### src/hw/rtl/lsrm_pkg.sv
// Shared codes, defaults and control/status types of the layer slot residency manager.
package lsrm_pkg;

    localparam int MAX_LAYERS_DEF = 128;
    localparam int MAX_SLOTS_DEF  = 16;
    localparam int STAMP_BITS_DEF = 32;
    localparam int MAX_AHEAD      = 63;

    // Operation codes.
    localparam logic [2:0] OP_REQUEST   = 3'd0;
    localparam logic [2:0] OP_LOAD_DONE = 3'd1;
    localparam logic [2:0] OP_RELEASE   = 3'd2;
    localparam logic [2:0] OP_QUERY     = 3'd3;
    localparam logic [2:0] OP_PIN       = 3'd4;
    localparam logic [2:0] OP_BEGIN     = 3'd5;
    localparam logic [2:0] OP_ADVANCE   = 3'd6;
    localparam logic [2:0] OP_UNUSED    = 3'd7;

    // Result kinds.
    localparam logic [2:0] KIND_INVALID = 3'd0;
    localparam logic [2:0] KIND_HIT     = 3'd1;
    localparam logic [2:0] KIND_LOADING = 3'd2;
    localparam logic [2:0] KIND_ISSUE   = 3'd3;
    localparam logic [2:0] KIND_NOSLOT  = 3'd4;
    localparam logic [2:0] KIND_ACK     = 3'd5;
    localparam logic [2:0] KIND_QUERY   = 3'd6;

    // Residency states.
    localparam logic [1:0] ST_NONE     = 2'd0;
    localparam logic [1:0] ST_LOADING  = 2'd1;
    localparam logic [1:0] ST_RESIDENT = 2'd2;

    // Configuration register indexes.
    localparam logic [1:0] CFG_LAYER_COUNT    = 2'd0;
    localparam logic [1:0] CFG_SLOT_COUNT     = 2'd1;
    localparam logic [1:0] CFG_PREFETCH_AHEAD = 2'd2;

    // Table write selects.
    localparam logic [2:0] WR_NONE    = 3'd0;
    localparam logic [2:0] WR_SINGLE  = 3'd1;
    localparam logic [2:0] WR_GRANT   = 3'd2;
    localparam logic [2:0] WR_VICTIM  = 3'd3;
    localparam logic [2:0] WR_RELEASE = 3'd4;

    // Result selects.
    localparam logic [2:0] EM_NONE    = 3'd0;
    localparam logic [2:0] EM_INVALID = 3'd1;
    localparam logic [2:0] EM_SINGLE  = 3'd2;
    localparam logic [2:0] EM_REQ     = 3'd3;
    localparam logic [2:0] EM_ISSUE   = 3'd4;
    localparam logic [2:0] EM_NOSLOT  = 3'd5;

    typedef struct packed {
        logic       load_item;
        logic       init_single;
        logic       init_begin;
        logic       init_adv;
        logic       step_next;
        logic       tgt_prev;
        logic       tgt_rd;
        logic       scan_clr;
        logic       scan_rd;
        logic       free_grant;
        logic       victim_grant;
        logic [2:0] wr;
        logic [2:0] em;
    } cmd_t;

    typedef struct packed {
        logic [2:0] op;
        logic       layer_ok;
        logic       adv_match;
        logic [1:0] tgt_res;
        logic       free_found;
        logic       scan_end;
        logic       found;
        logic       more;
        logic       rel_needed;
        logic       out_free;
    } sts_t;

endpackage

### src/hw/rtl/lsrm_ctrl.sv
// Sequencing state machine of the layer slot residency manager.
module lsrm_ctrl (
    input  logic              clk,
    input  logic              rst_n,
    input  logic              s_axis_tvalid,
    output logic              s_axis_tready,
    input  lsrm_pkg::sts_t    sts,
    output lsrm_pkg::cmd_t    cmd
);

    localparam logic [3:0] S_IDLE   = 4'd0;
    localparam logic [3:0] S_DEC    = 4'd1;
    localparam logic [3:0] S_INV    = 4'd2;
    localparam logic [3:0] S_RQ_RD  = 4'd3;
    localparam logic [3:0] S_RQ_CHK = 4'd4;
    localparam logic [3:0] S_SC_RUN = 4'd5;
    localparam logic [3:0] S_RQ_EV  = 4'd6;
    localparam logic [3:0] S_RQ_GNT = 4'd7;
    localparam logic [3:0] S_RQ_NXT = 4'd8;
    localparam logic [3:0] S_REL_RD = 4'd9;
    localparam logic [3:0] S_REL_DO = 4'd10;
    localparam logic [3:0] S_SG_RD  = 4'd11;
    localparam logic [3:0] S_SG_DO  = 4'd12;

    logic [3:0] state_reg;
    logic [3:0] state_next;

    assign s_axis_tready = (state_reg == S_IDLE);

    always_comb
    begin
        cmd        = '0;
        cmd.wr     = lsrm_pkg::WR_NONE;
        cmd.em     = lsrm_pkg::EM_NONE;
        state_next = state_reg;
        unique case (state_reg)
            S_IDLE:
            begin
                if (s_axis_tvalid)
                begin
                    cmd.load_item = 1'b1;
                    state_next    = S_DEC;
                end
            end
            S_DEC:
            begin
                if (sts.op == lsrm_pkg::OP_UNUSED ||
                    (sts.op != lsrm_pkg::OP_BEGIN && !sts.layer_ok))
                begin
                    state_next = S_INV;
                end
                else if (sts.op == lsrm_pkg::OP_REQUEST)
                begin
                    cmd.init_single = 1'b1;
                    state_next      = S_RQ_RD;
                end
                else if (sts.op == lsrm_pkg::OP_BEGIN)
                begin
                    cmd.init_begin = 1'b1;
                    state_next     = S_RQ_RD;
                end
                else if (sts.op == lsrm_pkg::OP_ADVANCE && !sts.adv_match)
                begin
                    cmd.init_adv = 1'b1;
                    state_next   = S_RQ_RD;
                end
                else
                begin
                    cmd.init_single = 1'b1;
                    state_next      = S_SG_RD;
                end
            end
            S_INV:
            begin
                if (sts.out_free)
                begin
                    cmd.em     = lsrm_pkg::EM_INVALID;
                    state_next = S_IDLE;
                end
            end
            S_RQ_RD:
            begin
                cmd.tgt_rd = 1'b1;
                state_next = S_RQ_CHK;
            end
            S_RQ_CHK:
            begin
                if (sts.tgt_res == lsrm_pkg::ST_RESIDENT || sts.tgt_res == lsrm_pkg::ST_LOADING)
                begin
                    if (sts.out_free)
                    begin
                        cmd.em     = lsrm_pkg::EM_REQ;
                        state_next = S_RQ_NXT;
                    end
                end
                else if (sts.free_found)
                begin
                    cmd.free_grant = 1'b1;
                    state_next     = S_RQ_GNT;
                end
                else
                begin
                    cmd.scan_clr = 1'b1;
                    state_next   = S_SC_RUN;
                end
            end
            S_SC_RUN:
            begin
                if (!sts.scan_end)
                    cmd.scan_rd = 1'b1;
                else
                    state_next = S_RQ_EV;
            end
            S_RQ_EV:
            begin
                if (sts.found)
                begin
                    cmd.wr           = lsrm_pkg::WR_VICTIM;
                    cmd.victim_grant = 1'b1;
                    state_next       = S_RQ_GNT;
                end
                else if (sts.out_free)
                begin
                    cmd.em     = lsrm_pkg::EM_NOSLOT;
                    state_next = S_RQ_NXT;
                end
            end
            S_RQ_GNT:
            begin
                if (sts.out_free)
                begin
                    cmd.wr     = lsrm_pkg::WR_GRANT;
                    cmd.em     = lsrm_pkg::EM_ISSUE;
                    state_next = S_RQ_NXT;
                end
            end
            S_RQ_NXT:
            begin
                if (sts.more)
                begin
                    cmd.step_next = 1'b1;
                    state_next    = S_RQ_RD;
                end
                else if (sts.rel_needed)
                begin
                    cmd.tgt_prev = 1'b1;
                    state_next   = S_REL_RD;
                end
                else
                begin
                    state_next = S_IDLE;
                end
            end
            S_REL_RD:
            begin
                cmd.tgt_rd = 1'b1;
                state_next = S_REL_DO;
            end
            S_REL_DO:
            begin
                cmd.wr     = lsrm_pkg::WR_RELEASE;
                state_next = S_IDLE;
            end
            S_SG_RD:
            begin
                cmd.tgt_rd = 1'b1;
                state_next = S_SG_DO;
            end
            S_SG_DO:
            begin
                if (sts.out_free)
                begin
                    cmd.wr     = lsrm_pkg::WR_SINGLE;
                    cmd.em     = lsrm_pkg::EM_SINGLE;
                    state_next = S_IDLE;
                end
            end
            default:
            begin
                state_next = S_IDLE;
            end
        endcase
    end

    always_ff @(posedge clk or negedge rst_n)
    begin
        if (!rst_n)
            state_reg <= S_IDLE;
        else
            state_reg <= state_next;
    end

endmodule

### config.mk
export PLATFORM = sky130hd
export DESIGN_NAME = lsrm_ctrl
export DESIGN_NICKNAME = d
export VERILOG_FILES = /design/src/hw/rtl/lsrm_pkg.sv /design/src/hw/rtl/lsrm_ctrl.sv
export SDC_FILE = /design/constraint.sdc
export NUM_CORES = 1
export LEC_CHECK = 0
export BUFFER_PORTS_ARGS = -buffer_cell sky130_fd_sc_hd__buf_4
export CORE_MARGIN = 4
export CORE_UTILIZATION = 45
export CTS_CLUSTER_SIZE = 10
export DETAILED_ROUTE_END_ITERATION = 6
export PLACE_DENSITY = 0.83
export SLEW_MARGIN = 40
export SYNTH_ARGS = -nofsm -noshare
export SYNTH_HDL_FRONTEND = slang
export SYNTH_SLANG_ARGS = --single-unit
### constraint.sdc
create_clock -name clk -period 1.6 [get_ports clk]
set_input_delay 0.32 -clock clk [delete_from_list [all_inputs] [get_ports clk]]
set_output_delay 0.32 -clock clk [all_outputs]
set_load 0.05 [all_outputs]
==> results of run 1 <==
-- through the flow --
stage / cell area [sq um] / utilization, %
after floorplan: 794.5 / -
after global placement: 1149 / 83.08
after detailed placement: 1149 / 83.08
-- Yosys cell counts (2+ instances only) --
cell type                   n  area share [%]
sky130_fd_sc_hd__nor2b_1    5             4.5
sky130_fd_sc_hd__nor3b_1    2             2.2
sky130_fd_sc_hd__buf_2      4             2.9
sky130_fd_sc_hd__o21ai_0    4             2.9
sky130_fd_sc_hd__o21ai_1    3             2.2
sky130_fd_sc_hd__nand2_1    9             4.9
sky130_fd_sc_hd__and2_1     2             1.8
sky130_fd_sc_hd__buf_4      2             2.2
sky130_fd_sc_hd__and3_1     4             3.6
sky130_fd_sc_hd__nand2b_1   3             2.7
sky130_fd_sc_hd__dfrtp_1    4              14
sky130_fd_sc_hd__and3b_1    2             2.5
sky130_fd_sc_hd__nor2_1    12             6.5
sky130_fd_sc_hd__a21oi_1    7             5.1
sky130_fd_sc_hd__nand3b_1   3             3.2
sky130_fd_sc_hd__a211oi_1   2             2.2
-- logic make-up after synthesis --
group / count (synthesis) / synth area share (%)
AO/OA/AOI/OAI: 25 / 24.19
XOR/XNOR: 1 / 2.347
buffers and inverters: 9 / 7.760
flip-flops: 4 / 14.44
multiplexers: 2 / 3.069
AND/OR/NAND/NOR: 53 / 48.19
==> PnR_summary.wiki, run 1 <==
{| class="wikitable"
! Metric !! Value
|-
| Count of H-tree levels built during CTS || 1
|-
| Initial core utilization || 50.14%
|-
| Total of flip-flops plus latches after synthesis || 4
|-
| Halt point of the flow || clock tree synthesis (4_1_cts)
|-
| Post-synthesis cell area || 693.2 sq um
|-
| Async set or reset register ratio after synthesis || 100.0%
|-
| Die Y-Extent || 47.25 microns
|-
| Worst-case setup slack after placement || -0.06186 ns
|-
| Clk sink count || 4
|-
| Count of different cell masters after synthesis || 42
|-
| Post-synthesis cell count || 94
|-
| Resized Gates After CTS || 47
|-
| Synth Warn # || 0
|-
| Hold_buf cts || 1
|-
| I/O Pins || 34
|-
| Final HPWL DP || 2058 microns
|-
| Count of flip-flops with a built-in enable after synthesis || 0
|-
| Maximum root-to-sink buffer count || 2
|-
| Number of buffers inserted during clock tree synthesis || 3
|-
| Buffer cell driving the clock tree root || sky130_fd_sc_hd__clkbuf_4
|-
| Most frequently used flop master after synthesis || sky130_fd_sc_hd__dfrtp_1
|-
| Number of port buffers || 33
|-
| Post-Place Cells || 155
|-
| Tool error || [ERROR DPL-0038] Utilization greater than 100%, impossible to legalize
|-
| Mean area per synthesized cell || 7.374 sq um
|-
| Sequential-to-total area share from yosys stat || 14.44%
|-
| Outcome || stopped before the end
|-
| FP Rows || 13
|-
| Gpl congestion || 0.9137
|-
| Post-CTS setup buffers || 9
|-
| Syn nets || 110
|-
| Die W || 47.25 microns
|}
==> inputs of run 2 (changes only) <==
Settings changed: CORE_AREA set to 4 4 65 67, CORE_MARGIN 4 to not set, CORE_UTILIZATION 45 to not set, CTS_CLUSTER_SIZE 10 to not set, DIE_AREA set to 0 0 69 71, PLACE_DENSITY 0.83 to not set, PLACE_DENSITY_LB_ADDON set to 0.15.
==> run 2 against run 1 <==
Synthesized area unchanged. Synthesized cell count unchanged. The flow now finishes, with violations (setup timing).
==> PnR_summary.wiki, run 2 <==
{| class="wikitable"
! Metric !! Value
|-
| Pin count of the biggest net entering global routing || 14
|-
| Latest clock arrival within the worst-skew pair || 0.22 ns
|-
| Sequential-to-total area share from yosys stat || 14.44% (unchanged)
|-
| Core Area || 0.003633 sq mm
|-
| Number of buffers inserted during clock tree synthesis || 3 (unchanged)
|-
| Most frequent standard cell in the layout excluding fill and tap cells || sky130_fd_sc_hd__buf_4
|-
| I/O Pins || 34 (unchanged)
|-
| First-pass GRT wire length || 4409 microns
|-
| Count of antenna diodes in the layout || 0
|-
| Leading cell types by count after synthesis || sky130_fd_sc_hd__nor2_1 (12), sky130_fd_sc_hd__nand2_1 (9), sky130_fd_sc_hd__a21oi_1 (7)
|-
| Growth of design area from synthesis to finish || 111.2%
|-
| Count of different cell masters after synthesis || 42 (unchanged)
|-
| Xor-xnor portion of the synthesized cell area || 2.347% (unchanged)
|-
| Share of synthesized area spent on multiplexers || 3.069% (unchanged)
|-
| Synth Warn # || 0 (unchanged)
|-
| Async set or reset register ratio after synthesis || 100.0% (unchanged)
|-
| Post-layout minimum cycle time || 1.787 ns
|-
| Routed WL || 2600 microns
|-
| Final setup slack of the worst path || -0.1875 ns
|-
| CP max FO || 6
|-
| Launching element type of the critical path || flip-flop
|-
| Fraction of the mapped netlist area in simple logic gates || 48.19% (unchanged)
|-
| Final setup violation count || 17
|-
| Most frequently used flop master after synthesis || sky130_fd_sc_hd__dfrtp_1
|-
| Max-cap violations || 0
|-
| Final Net Count || 164
|-
| Worst-margin pin slew || 0.2868 ns
|-
| CTS tree || built
|-
| GR Overflow Total || 0
|-
| Share of the synthesized area in the top cell type || 14.44% (unchanged)
|-
| Count of final hold-check violations || 0
|-
| Type of element capturing the critical path || output pin
|-
| Count of flip-flops with a built-in enable after synthesis || 0 (unchanged)
|-
| Syn nets || 110 (unchanged)
|-
| Final HPWL DP || 2077 microns (+0.94%)
|-
| Worst hold slack across all endpoints || 0.4042 ns
|-
| Hold Path Class || input pin to flip-flop
|-
| Compound-cell area share of the yosys netlist || 24.19% (unchanged)
|-
| Dominant cell by count in the synthesized netlist || sky130_fd_sc_hd__nor2_1
|-
| Clock skew after layout || 0.002674 ns
|-
| Post-synthesis cell area || 693.2 sq um (unchanged)
|-
| Clk sink count || 4 (unchanged)
|-
| IR Drop Worst-Case VDD || 0.4765 mV
|-
| Peak Freq || 559.5 MHz
|-
| Outcome || complete, but fails checks
|-
| Relative max-transition margin || 80.76%
|-
| Sum of internal, switching and leakage power || 0.002530 W
|-
| Total of flip-flops plus latches after synthesis || 4 (unchanged)
|-
| Post-detailed-route count of antenna-violating nets || 0
|-
| Slew Limit Fails || 0
|-
| Leading post-synthesis cells by cell area || sky130_fd_sc_hd__dfrtp_1 (14%), sky130_fd_sc_hd__nor2_1 (6.5%), sky130_fd_sc_hd__a21oi_1 (5.1%)
|-
| Residual DRC count || 0
|-
| Overall die area || 0.004899 sq mm
|-
| Gpl congestion || 0.8833 (-3.3%)
|-
| Leakage component of the power || 0.6077 nW
|-
| Clock transition time at the flip-flop clock pins of the worst setup and hold paths || 0.03 ns
|-
| Setup repair after global routing missed its margin || true
|-
| FP Rows || 22 (+9)
|-
| Die W || 69 microns (+46%)
|-
| Cell taking the most area after synthesis || sky130_fd_sc_hd__dfrtp_1
|-
| Number of port buffers || 33 (unchanged)
|-
| Antenna violations before repair || 0
|-
| Total power density per cell area || 1728 mW/mm^2
|-
| CP arrival || 1.47 ns
|-
| Mean number of vias per cell || 4.629
|-
| Mean area per synthesized cell || 7.374 sq um (unchanged)
|-
| Wire per inst || 13.40 microns
|-
| Highest-count cells in the layout ignoring fill and taps || sky130_fd_sc_hd__buf_4 (32), sky130_fd_sc_hd__buf_6 (16), sky130_fd_sc_hd__nand2_1 (8), sky130_fd_sc_hd__buf_8 (8)
|-
| Worst setup path class || flip-flop to output pin
|-
| Number of iterations in the first detailed-routing pass || 4
|-
| Failing checks || setup timing
|-
| Largest family of logic cells by synthesized area || simple AND/OR/NAND/NOR gates
|-
| Via total after detailed routing || 898
|-
| GRT Util Overall || 10.74%
|-
| Die Y-Extent || 71 microns (+50%)
|-
| Buffer cell driving the clock tree root || sky130_fd_sc_hd__clkbuf_8
|-
| Fraction of layout cells with a size suffix above 1 || 65.07%
|-
| Required time at the worst-slack endpoint || 1.28 ns
|-
| Flip-flop count of the largest register after layout || 4
|-
| Fraction of the mapped netlist area in adder cells || 0% (unchanged)
|-
| Initial core utilization || 19.08% (-31 points)
|-
| Via count of the first global-routing pass || 966
|-
| Share of the cycle needed by the critical path after routing || 111.7%
|-
| Post-synthesis cell count || 94 (unchanged)
|-
| Count of H-tree levels built during CTS || 1 (unchanged)
|-
| DRC marker count from the first detailed-route iteration || 30
|-
| Maximum root-to-sink buffer count || 2 (unchanged)
|}
==> run 2: power by group <==
part | leakage [nW] | switching [W] | internal, W
Sequential | 0.0470 | 0.0000881 | 0.000157
Clock | 0.0216 | 0.0000528 | 0.000160
Combinational | 0.539 | 0.00108 | 0.000989
Total | 0.608 | 0.00122 | 0.00131
==> run 2: timing repair <==
action,in CTS,in global routing
resized for setup,45,7
buffers inserted,2,0
hold buffers,1,0
pin swaps,10,2
hold endpoints to repair,4,0
endpoints found under the setup margin,19,20
==> run 2: metrics by stage <==
step	setup slack (ns)	setup TNS, ns	cells	area (sq um)	util (%)
after floorplan	-0.2449	-0.5045	94	794.5	-
after global placement	-0.1104	-0.4845	188	1190	32.75
after detailed placement	-0.1325	-0.7056	188	1190	32.75
after CTS	-0.1954	-2.326	194	1440	39.64
after global routing	-0.2526	-3.104	194	1464	40.29
final	-0.1875	-2.084	194	1464	40.29
==> run 2: cell type report <==
type | count | area, sq um
tap | 48 | 60.06
sequential | 4 | 103.9
inverter | 1 | 3.754
clock buffer | 3 | 41.29
multi-input combinational | 81 | 704.4
timing repair buffer | 57 | 550.5
fill | 380 | 2170
==> run 2: final timing paths <==
| check | start | end | slack [ns] | cells past startpoint |
|---|---|---|---|---|
| max | state_reg[2] | cmd[0] | -0.19 | 6 |
| max reg2reg | state_reg[1] | state_reg[3] | 0.03 | 5 |
| min | sts[0] | state_reg[1] | 0.40 | 2 |
| min in group asynchronous | rst_n | state_reg[2] | 0.44 | 2 |
| min reg2reg | state_reg[3] | state_reg[0] | 0.73 | 3 |
| max in group asynchronous | rst_n | state_reg[0] | 1.05 | 2 |
==> run 2: worst max-delay path: stages (launching register included) <==
cell                      delay [ns]
sky130_fd_sc_hd__dfrtp_1        0.39
sky130_fd_sc_hd__buf_6          0.15
sky130_fd_sc_hd__nand2_2        0.05
sky130_fd_sc_hd__and3_4         0.19
sky130_fd_sc_hd__a31oi_4        0.04
sky130_fd_sc_hd__nor4b_4        0.23
sky130_fd_sc_hd__buf_6          0.19
==> run 2: kinds of logic after synthesis <==
logic type,Yosys count
muxes,2
DFF,4
AOI/OAI and AO/OA,25
xor gates and xnor gates,1
buffers and inverters,9
and+or+nand+nor,53
==> run 2: per-layer routing <==
| metal | share of wire, % | GRT usage [%] | vias up | wire (microns) |
|---|---|---|---|---|
| li1 | - | - | 445 | - |
| met1 | 41 | 11.93 | 434 | 1076 |
| met2 | 55 | 20.87 | 17 | 1428 |
| met3 | 2.7 | 1.136 | 2 | 70 |
| met4 | 0.96 | 3.905 | 0 | 25 |
| met5 | 0 | 0 | - | 0 |
Power figures use the tool's default switching activity.
